--- src/hdl/bodi_pkg.sv ---
// ----------------------------------------------------------------------------
// Odometry integrator package
// Shared types, register indexes, item kinds, and the CORDIC angle table.
// ----------------------------------------------------------------------------
`default_nettype none

package bodi_pkg;

  localparam int CORDIC_STEPS  = 16;
  localparam int ATAN_ENTRIES  = 24;
  localparam int CORDIC_ITERS  = (CORDIC_STEPS < ATAN_ENTRIES) ? CORDIC_STEPS : ATAN_ENTRIES;
  localparam int GAIN_Q16      = 39797;

  localparam int VEC_W = 34;
  localparam int ANG_W = 34;
  localparam int CFG_W = 19;
  localparam int IDX_W = 3;

  localparam logic [IDX_W-1:0] REG_DAMP_INTERVAL    = 3'd0;
  localparam logic [IDX_W-1:0] REG_PUBLISH_INTERVAL = 3'd1;
  localparam logic [IDX_W-1:0] REG_LINEAR_DECAY     = 3'd2;
  localparam logic [IDX_W-1:0] REG_TURN_DECAY       = 3'd3;
  localparam logic [IDX_W-1:0] REG_STEP_SCALE       = 3'd4;

  localparam logic [2:0] KIND_NAV    = 3'd0;
  localparam logic [2:0] KIND_TEST   = 3'd1;
  localparam logic [2:0] KIND_CLUTCH = 3'd2;
  localparam logic [2:0] KIND_WHEEL  = 3'd3;
  localparam logic [2:0] KIND_TICK   = 3'd4;

  localparam logic [7:0] WHEEL_IGNORE   = 8'd0;
  localparam logic [7:0] WHEEL_SIDEWAYS = 8'd2;

  typedef struct packed {
    logic [2:0]         kind;
    logic signed [15:0] speed_x;
    logic signed [15:0] speed_y;
    logic signed [19:0] speed_turn;
    logic               flag;
    logic [7:0]         wheel_code;
  } in_item_t;

  typedef struct packed {
    logic signed [31:0] pos_x;
    logic signed [31:0] pos_y;
    logic [23:0]        heading;
    logic signed [15:0] out_speed_x;
    logic signed [19:0] out_turn_rate;
  } out_item_t;

  function automatic logic [ANG_W-1:0] atan_turns(input logic [4:0] idx);
    logic [ANG_W-1:0] r;
    case (idx)
      5'd0:    r = 34'd536870912;
      5'd1:    r = 34'd316933406;
      5'd2:    r = 34'd167458907;
      5'd3:    r = 34'd85004756;
      5'd4:    r = 34'd42667331;
      5'd5:    r = 34'd21354465;
      5'd6:    r = 34'd10679838;
      5'd7:    r = 34'd5340245;
      5'd8:    r = 34'd2670163;
      5'd9:    r = 34'd1335087;
      5'd10:   r = 34'd667544;
      5'd11:   r = 34'd333772;
      5'd12:   r = 34'd166886;
      5'd13:   r = 34'd83443;
      5'd14:   r = 34'd41722;
      5'd15:   r = 34'd20861;
      5'd16:   r = 34'd10430;
      5'd17:   r = 34'd5215;
      5'd18:   r = 34'd2608;
      5'd19:   r = 34'd1304;
      5'd20:   r = 34'd652;
      5'd21:   r = 34'd326;
      5'd22:   r = 34'd163;
      5'd23:   r = 34'd81;
      default: r = '0;
    endcase
    return r;
  endfunction

endpackage

`default_nettype wire

--- src/hdl/bodi_cordic.sv ---
// ----------------------------------------------------------------------------
// Odometry CORDIC rotator
// Rotates a vector by an angle, one micro-rotation per clock cycle.
// ----------------------------------------------------------------------------
`default_nettype none

module bodi_cordic
  import bodi_pkg::*;
(
  input  wire logic                    clk,
  input  wire logic                    rst,
  input  wire logic                    start,
  input  wire logic signed [VEC_W-1:0] x_in,
  input  wire logic signed [VEC_W-1:0] y_in,
  input  wire logic signed [ANG_W-1:0] z_in,
  output logic                         done,
  output logic signed [VEC_W-1:0]      x_out,
  output logic signed [VEC_W-1:0]      y_out
);

  logic                    busy;
  logic [4:0]              iter;
  logic signed [VEC_W-1:0] x, y;
  logic signed [ANG_W-1:0] z;
  logic signed [VEC_W-1:0] xs, ys;
  logic signed [ANG_W-1:0] at;

  assign xs = x >>> iter;
  assign ys = y >>> iter;
  assign at = $signed(atan_turns(iter));
  assign x_out = x;
  assign y_out = y;

  always_ff @(posedge clk) begin
    if (rst) begin
      busy <= 1'b0;
      done <= 1'b0;
      iter <= '0;
    end else begin
      done <= 1'b0;
      if (start) begin
        busy <= 1'b1;
        iter <= '0;
      end else if (busy) begin
        iter <= iter + 5'd1;
        if (iter == 5'(CORDIC_ITERS - 1)) begin
          busy <= 1'b0;
          done <= 1'b1;
        end
      end
    end
  end

  always_ff @(posedge clk) begin
    if (start) begin
      x <= x_in;
      y <= y_in;
      z <= z_in;
    end else if (busy) begin
      if (!z[ANG_W-1]) begin
        x <= x - ys;
        y <= y + xs;
        z <= z - at;
      end else begin
        x <= x + ys;
        y <= y - xs;
        z <= z + at;
      end
    end
  end

  a_start_idle: assert property (@(posedge clk) disable iff (rst) start |-> !busy)
    else $error("CORDIC started while busy");
  a_iter_bound: assert property (@(posedge clk) disable iff (rst)
    busy |-> iter < 5'(CORDIC_ITERS))
    else $error("CORDIC iteration count out of range");
  a_done_end: assert property (@(posedge clk) disable iff (rst) done |-> !busy)
    else $error("CORDIC done while still busy");

endmodule

`default_nettype wire

--- src/hdl/base_odometry_integrator_unit.sv ---
// ----------------------------------------------------------------------------
// Base odometry integrator
// Dead-reckoning pose of a robot base from velocity commands and ticks.
//
// The input channel takes one item per transfer: velocity commands, clutch
// and wheel settings, and ticks. Non-tick items finish in the cycle of their
// transfer. A tick stalls the input through a setup state, the CORDIC
// rotation at one micro-rotation per cycle, the steps on the shared 34x17
// multiplier for the scale factor, heading step and position products, and
// a closing state. Every tick loads the holding register with the pose from
// before its own step; a publishing tick marks that result pending, and it
// moves to the output register once that is free; the receiver may stall the
// output as long as it wants. A stalled output holds the block at the end of
// the next publishing tick only. The configuration port writes the register
// that cfg_index names. Reset clears the pose and velocity, engages the
// clutch, and loads the register defaults.
// ----------------------------------------------------------------------------
`default_nettype none

module base_odometry_integrator_unit
  import bodi_pkg::*;
(
  input  wire logic             clk,
  input  wire logic             rst,
  input  wire logic             in_valid,
  output logic                  in_stall,
  input  wire in_item_t         in_data,
  output logic                  out_valid,
  input  wire logic             out_stall,
  output out_item_t             out_data,
  input  wire logic             cfg_we,
  input  wire logic [IDX_W-1:0] cfg_index,
  input  wire logic [CFG_W-1:0] cfg_data
);

  typedef enum logic [4:0] {
    S_IDLE = 5'b00001,
    S_PREP = 5'b00010,
    S_ROT  = 5'b00100,
    S_MUL  = 5'b01000,
    S_WAIT = 5'b10000
  } state_t;

  state_t state;

  logic [7:0]  damp_interval, publish_interval;
  logic [14:0] linear_decay;
  logic [18:0] turn_decay;
  logic [15:0] step_scale;

  logic signed [15:0] vel_x, vel_y;
  logic signed [19:0] vel_turn;
  logic               clutch_on, wheel_sideways;
  logic [39:0]        heading_acc;
  logic signed [31:0] x_acc, y_acc;
  logic [7:0]         damp_phase, publish_phase;

  out_item_t res;
  logic      res_pend;

  logic               in_take;
  logic signed [15:0] dvel_x, dvel_y;
  logic signed [19:0] dvel_turn;

  logic                    cordic_start, cordic_done;
  logic signed [VEC_W-1:0] cx0, cy0, cx, cy;
  logic signed [ANG_W-1:0] cz0;
  logic signed [ANG_W-1:0] zbase;
  logic [31:0]             za;

  logic [2:0]              mstep;
  logic [31:0]             kfac;
  logic signed [VEC_W-1:0] mul_a;
  logic signed [16:0]      mul_b;
  logic signed [50:0]      prod;
  logic signed [66:0]      acc;
  logic signed [66:0]      prod_ext;
  logic signed [31:0]      sat_res;

  function automatic logic signed [20:0] damp_v(input logic signed [20:0] v,
                                                input logic [18:0] d);
    logic signed [20:0] dd;
    dd = $signed({2'b00, d});
    if (v > dd) return v - dd;
    if (v < -dd) return v + dd;
    return '0;
  endfunction

  function automatic logic [7:0] next_phase(input logic [7:0] ph, input logic [7:0] iv);
    logic [8:0] n;
    logic [8:0] ivx;
    ivx = (iv == 8'd0) ? 9'd1 : {1'b0, iv};
    n = {1'b0, ph} + 9'd1;
    return (n >= ivx) ? 8'd0 : n[7:0];
  endfunction

  function automatic logic signed [31:0] sat_add(input logic signed [31:0] a,
                                                 input logic signed [26:0] d);
    logic signed [33:0] s;
    s = 34'(a) + 34'(d);
    if (s > 34'sd2147483647) return 32'sh7fffffff;
    if (s < -34'sd2147483648) return 32'sh80000000;
    return s[31:0];
  endfunction

  assign in_stall = !((state == S_IDLE) && !res_pend);
  assign in_take  = in_valid && !in_stall;

  assign dvel_x    = 16'(damp_v(21'(vel_x), {4'd0, linear_decay}));
  assign dvel_y    = 16'(damp_v(21'(vel_y), {4'd0, linear_decay}));
  assign dvel_turn = 20'(damp_v(21'(vel_turn), turn_decay));

  // Bring the angle into a half turn around zero before rotating.
  assign za    = heading_acc[39:8] - (wheel_sideways ? 32'h40000000 : 32'h0);
  assign zbase = 34'($signed(za));
  always_comb begin
    cx0 = 34'(vel_x) <<< 14;
    cy0 = 34'(vel_y) <<< 14;
    cz0 = zbase;
    if (zbase > 34'sd1073741824) begin
      cx0 = -cx0;
      cy0 = -cy0;
      cz0 = zbase - 34'sd2147483648;
    end else if (zbase < -34'sd1073741824) begin
      cx0 = -cx0;
      cy0 = -cy0;
      cz0 = zbase + 34'sd2147483648;
    end
  end
  assign cordic_start = (state == S_PREP);

  bodi_cordic u_cordic (
    .clk   (clk),
    .rst   (rst),
    .start (cordic_start),
    .x_in  (cx0),
    .y_in  (cy0),
    .z_in  (cz0),
    .done  (cordic_done),
    .x_out (cx),
    .y_out (cy)
  );

  always_comb begin
    mul_a = '0;
    mul_b = $signed({1'b0, step_scale});
    case (mstep)
      3'd0: begin
        mul_a = 34'sd39797;
      end
      3'd1: begin
        mul_a = 34'(vel_turn);
      end
      3'd2: begin
        mul_a = cx;
        mul_b = $signed({1'b0, kfac[15:0]});
      end
      3'd3: begin
        mul_a = cx;
        mul_b = $signed({1'b0, kfac[31:16]});
      end
      3'd4: begin
        mul_a = cy;
        mul_b = $signed({1'b0, kfac[15:0]});
      end
      3'd5: begin
        mul_a = cy;
        mul_b = $signed({1'b0, kfac[31:16]});
      end
      default: begin
        mul_a = '0;
      end
    endcase
  end
  assign prod     = 51'(mul_a) * 51'(mul_b);
  assign prod_ext = 67'(prod);
  assign sat_res  = sat_add((mstep == 3'd4) ? x_acc : y_acc, acc[66:40]);

  always_ff @(posedge clk) begin
    if (rst) begin
      state            <= S_IDLE;
      damp_interval    <= 8'd10;
      publish_interval <= 8'd5;
      linear_decay     <= 15'd102;
      turn_decay       <= 19'd522;
      step_scale       <= 16'd1311;
      vel_x            <= '0;
      vel_y            <= '0;
      vel_turn         <= '0;
      clutch_on        <= 1'b1;
      wheel_sideways   <= 1'b0;
      heading_acc      <= '0;
      x_acc            <= '0;
      y_acc            <= '0;
      damp_phase       <= '0;
      publish_phase    <= '0;
      res_pend         <= 1'b0;
      out_valid        <= 1'b0;
      mstep            <= '0;
    end else begin
      if (cfg_we) begin
        case (cfg_index)
          REG_DAMP_INTERVAL:    damp_interval    <= cfg_data[7:0];
          REG_PUBLISH_INTERVAL: publish_interval <= cfg_data[7:0];
          REG_LINEAR_DECAY:     linear_decay     <= cfg_data[14:0];
          REG_TURN_DECAY:       turn_decay       <= cfg_data[18:0];
          REG_STEP_SCALE:       step_scale       <= cfg_data[15:0];
          default: begin
          end
        endcase
      end

      if (res_pend && (!out_valid || !out_stall)) begin
        out_valid <= 1'b1;
        res_pend  <= 1'b0;
      end else if (out_valid && !out_stall) begin
        out_valid <= 1'b0;
      end

      case (state)
        S_IDLE: begin
          if (in_take) begin
            case (in_data.kind)
              KIND_NAV, KIND_TEST: begin
                if (in_data.kind == KIND_TEST || clutch_on) begin
                  vel_x    <= in_data.speed_x;
                  vel_y    <= in_data.speed_y;
                  vel_turn <= in_data.speed_turn;
                end
              end
              KIND_CLUTCH: clutch_on <= in_data.flag;
              KIND_WHEEL: begin
                if (in_data.wheel_code != WHEEL_IGNORE) begin
                  wheel_sideways <= (in_data.wheel_code == WHEEL_SIDEWAYS);
                end
              end
              KIND_TICK: begin
                if (damp_phase == 8'd0) begin
                  vel_x    <= dvel_x;
                  vel_y    <= dvel_y;
                  vel_turn <= dvel_turn;
                end
                if (publish_phase == 8'd0) begin
                  res_pend <= 1'b1;
                end
                damp_phase    <= next_phase(damp_phase, damp_interval);
                publish_phase <= next_phase(publish_phase, publish_interval);
                state         <= S_PREP;
              end
              default: begin
              end
            endcase
          end
        end
        S_PREP: begin
          state <= S_ROT;
        end
        S_ROT: begin
          if (cordic_done) begin
            state <= S_MUL;
            mstep <= '0;
          end
        end
        S_MUL: begin
          mstep <= mstep + 3'd1;
          case (mstep)
            3'd0: kfac <= prod[31:0];
            3'd1: heading_acc <= heading_acc + {prod[31:0], 8'd0};
            3'd2: acc <= prod_ext + (67'sd1 <<< 39);
            3'd3: acc <= acc + (prod_ext <<< 16);
            3'd4: begin
              x_acc <= sat_res;
              acc   <= prod_ext + (67'sd1 <<< 39);
            end
            3'd5: acc <= acc + (prod_ext <<< 16);
            3'd6: begin
              y_acc <= sat_res;
              state <= S_WAIT;
            end
            default: state <= S_WAIT;
          endcase
        end
        S_WAIT: begin
          if (!res_pend) begin
            state <= S_IDLE;
          end
        end
        default: state <= S_IDLE;
      endcase
    end
  end

  always_ff @(posedge clk) begin
    if (in_take && in_data.kind == KIND_TICK) begin
      res.pos_x   <= x_acc;
      res.pos_y   <= y_acc;
      res.heading <= heading_acc[39:16];
      if (damp_phase == 8'd0) begin
        res.out_speed_x   <= dvel_x;
        res.out_turn_rate <= dvel_turn;
      end else begin
        res.out_speed_x   <= vel_x;
        res.out_turn_rate <= vel_turn;
      end
    end
    if (res_pend && (!out_valid || !out_stall)) begin
      out_data <= res;
    end
  end

  a_pend_busy: assert property (@(posedge clk) disable iff (rst)
    res_pend |-> state != S_IDLE)
    else $error("Pending result while idle");
  a_done_rot: assert property (@(posedge clk) disable iff (rst)
    cordic_done |-> state == S_ROT)
    else $error("Rotation finished outside the rotate state");
  a_tick_prep: assert property (@(posedge clk) disable iff (rst)
    in_take && in_data.kind == KIND_TICK |=> state == S_PREP)
    else $error("Tick transfer did not start the integration");
  a_mul_range: assert property (@(posedge clk) disable iff (rst)
    state == S_MUL |-> mstep <= 3'd6)
    else $error("Multiply step out of range");

endmodule

`default_nettype wire
--- config.mk ---
export PLATFORM = sky130hd
export DESIGN_NAME = base_odometry_integrator_unit
export DESIGN_NICKNAME = d
export VERILOG_FILES = /design/src/hdl/bodi_pkg.sv /design/src/hdl/bodi_cordic.sv /design/src/hdl/base_odometry_integrator_unit.sv
export SDC_FILE = /design/constraint.sdc
export NUM_CORES = 2
export LEC_CHECK = 0
export BUFFER_PORTS_ARGS = -buffer_cell sky130_fd_sc_hd__buf_2
export CELL_PAD_IN_SITES_DETAIL_PLACEMENT = 2
export CELL_PAD_IN_SITES_GLOBAL_PLACEMENT = 2
export CORE_ASPECT_RATIO = 0.8
export CORE_MARGIN = 8
export CORE_UTILIZATION = 35
export DETAILED_ROUTE_END_ITERATION = 8
export PLACE_DENSITY = 0.75
export SLEW_MARGIN = 40
export SYNTH_ARGS = -nofsm -noshare
export SYNTH_HDL_FRONTEND = slang
export SYNTH_SLANG_ARGS = --single-unit
--- constraint.sdc ---
create_clock -name clk -period 12.6 [get_ports clk]
set_input_delay 1.26 -clock clk [delete_from_list [all_inputs] [get_ports clk]]
set_output_delay 1.26 -clock clk [all_outputs]
set_load 0.05 [all_outputs]
==> run_results.csv <==
group,metric,value,unit
critical_path,setup.worst_path.start_class,"register",
finish,final_layout_size_suffix_gt1_share,9.756,%
status,outcome,"finished, final reports clean",
logic_synthesis,synth_common_cells,"nand2_1, inv_1, nor2_1",
timing,fin_setup_tns,0,ns
die,io_pins,217,
clocking,h-tree-depth,3,
logic_synthesis,yosysSeqAreaShare,25.93,%
timing,slew_violations,0,
logic_synthesis,yosys_warnings,0,
finish,regArea,18600,um^2
timing,setup_viol_count_final,0,
power,p_comb_share,67.0,%
logic_synthesis,synth.area.top_cells,"edfxtp_1, fa_1, ha_1",
timing,skew,0.07793,ns
clocking,hold_buffers,0,
drt,wl,305.4,mm
power,p_sw,8.381,mW
logic_synthesis,synth_fp_nets,9168,
finish,layout.nets,9220,
logic_synthesis,synth.distinct_cells,108,
logic_synthesis,synth_area,71680,um^2
power,internal-power,7.961,mW
clocking,cts_buffers,80,
critical_path,cp-end-kind,"register",
die,dieArea,219600,um^2
power,peakVddDrop,373.8,uV
drt,drt_iter0_markers,4885,
clocking,postCtsSetupBuffers,0,
logic_synthesis,synthFlopType,"edfxtp_1",
timing,period_share,93.76,%
clocking,cts_tree,"done",
logic_synthesis,synthArstFlopShare,0,%
drt,drtPass1Iterations,6,
die,initial_core_util,35.22,%
clocking,clock-sinks,712,
place,dpl.cell_count,10680,
finish,multi_input_area,48850,um^2
drt,drc,0,
critical_path,crit_path_frequent_cell,"fa_1",
timing,grt_setup_unrepaired,"no",
global_route,first_global_vias,69330,
critical_path,cpPeakStageDelay,0.60,ns
die,rows,148,
global_route,grt_pass1_wl,458.5,mm
global_route,gr-usage-all-layers,27.19,%
die,fp.dieW,522.0,um
die,core,203500,um^2
power,p_seq_share,18.0,%
clocking,clk_path_buf_depth,3,
logic_synthesis,avgSynthCellArea,8.946,um^2
timing,relSlewSlack,38.63,%
drt,ant_nets,0,
timing,holdWs,0.4145,ns
logic_synthesis,synth_edf_count,433,
drt,avgViaCountPerCell,5.925,
critical_path,crit_type,"reg -> reg",
global_route,grt_antenna_before_repair,17,
timing,finalHoldViolations,0,
clocking,clk_latency,0.73,ns
global_route,overflow,0,
clocking,cts_resized,0,
place,hpwlAfterDp,242.8,mm
clocking,cts-root-buf,"clkbuf_16",
power,power_frac_clock,15.0,%
logic_synthesis,yosys_register_bits,712,
drt,vias,64180,
clocking,cts.clk_slew.worst_paths,0.10,ns
die,die_h,420.8,um
drt,wl_per_cell,28.19,um
timing,fin_crit,11.81,ns
finish,fill_cells,22440,
logic_synthesis,syn_inst,8013,
timing,worst_slew_pin_slew,0.9151,ns
critical_path,crit_slowest_cell,"fa_1",
critical_path,crit_arrival,12.30,ns
power,switching_share,51.28,%
logic_synthesis,synth_area_leader_cell,"edfxtp_1",
job,cap_violations,0,
finish,syn2layout_area_growth,9.571,%
hold_path,hold_class,"reg -> reg",
place,place.gp.congestion,0.9118,
global_route,grt_max_degree,70,
logic_synthesis,synth.top_cell.area_share,18.14,%
power,p_leak,34.17,nW
power,p_per_area,208.1,nW/um^2
critical_path,cp_max_fo,17,
finish,fin_cells,10830,
logic_synthesis,synth_most_common_cell,"nand2_1",
timing,fmax,0.08464,GHz
critical_path,worstPathRequired,13.09,ns
place,port_buffers,216,
[final timing paths]
path	from	end	slack, ns	cells after the start
setup / recovery	mstep[1]$_SDFFE_PP0P_	acc[61]$_DFFE_PP_	0.79	41
setup reg to reg	mstep[1]$_SDFFE_PP0P_	acc[61]$_DFFE_PP_	0.79	41
hold reg to reg	res[115]$_DFFE_PP_	out_data[115]$_DFFE_PP_	0.41	0
hold / removal	res[115]$_DFFE_PP_	out_data[115]$_DFFE_PP_	0.41	0
[cell usage in the layout (no fill, tap or decap), types with 76 or more instances in the layout]
cell type	n
mux2i_1	76
dfxtp_1	274
a31oi_1	82
nand2_1	931
edfxtp_1	433
nand3_1	116
nor2_1	752
inv_1	783
o21ai_0	345
buf_4	121
nor3_1	140
a21o_1	230
xnor2_1	232
fa_1	529
ha_1	535
a211oi_1	101
xor2_1	160
a21oi_1	591
mux4_2	98
clkbuf_16	82
buf_2	216
[cells by family after synthesis]
group / count (synthesis) / share of synthesized area, %
muxes: 249 / 5.408
and+or+nand+nor: 2468 / 15.53
buffers and inverters: 1164 / 6.383
AOI/OAI and AO/OA: 1949 / 17.64
adders and majority gates: 1068 / 24.17
DFF: 712 / 25.93
xor gates and xnor gates: 403 / 4.945
[per-stage QoR]
step	setup WS (ns)	total power, mW	instance area [um^2]	util, %
finish	0.7857	16.34	78540	38.59
global route	0.1856	17.37	78530	38.59
CTS	0.8666	16.29	78440	38.54
detailed placement	0.8991	13.68	75810	37.25
global placement	0.8652	13.10	75610	37.15
floorplan	1.579	10.06	71680	-
[power by group through the flow]
stage	clock, mW	combinational (mW)	sequential [mW]
floorplan	0	7.11	2.96
global placement	0	10.1	2.99
detailed placement	0	10.7	2.99
CTS	2.50	10.8	2.94
global route	2.57	11.8	2.95
finish	2.45	10.9	2.94
[critical path: cells and delay by family (launching register included)]
family          cells  cell delay [ns]
compound gates     14             3.03
flops               1             0.48
fa+ha+maj           9             4.40
simple gates        9             1.80
xor+xnor            2             0.67
buf+inv             7             1.20
[layout make-up]
type / count / share of cell area [%]
inverters: 789 / 3.777
diodes: 4 / 0.01274
clock inverters: 47 / 0.6675
clock buffers: 98 / 2.687
well taps: 2700 / 4.301
multi-input cells: 6137 / 62.19
repair buffers: 345 / 2.676
flip-flops and latches: 712 / 23.68
[flip-flops by register name, indices dropped and copies added, names as in the netlist, 15 cells and up]
register	flops
acc	51
heading_acc	32
kfac	32
linear_decay	15
out_data	124
res	124
step_scale	16
turn_decay	19
u_cordic.at	30
u_cordic.x_out	34
u_cordic.y_out	34
u_cordic.z	34
vel_turn	20
vel_x	16
vel_y	16
x_acc	32
y_acc	32
[metal layers]
metal | vias up | part of all wire (%) | track usage (%)
met5 | - | 0.0085 | 0
met4 | 4 | 3.7 | 8.743
li1 | 28100 | - | -
met3 | 495 | 6.6 | 4.568
met1 | 33540 | 45 | 37.53
met2 | 2040 | 45 | 43.60
Note: power is estimated with default switching activity, not from simulation.
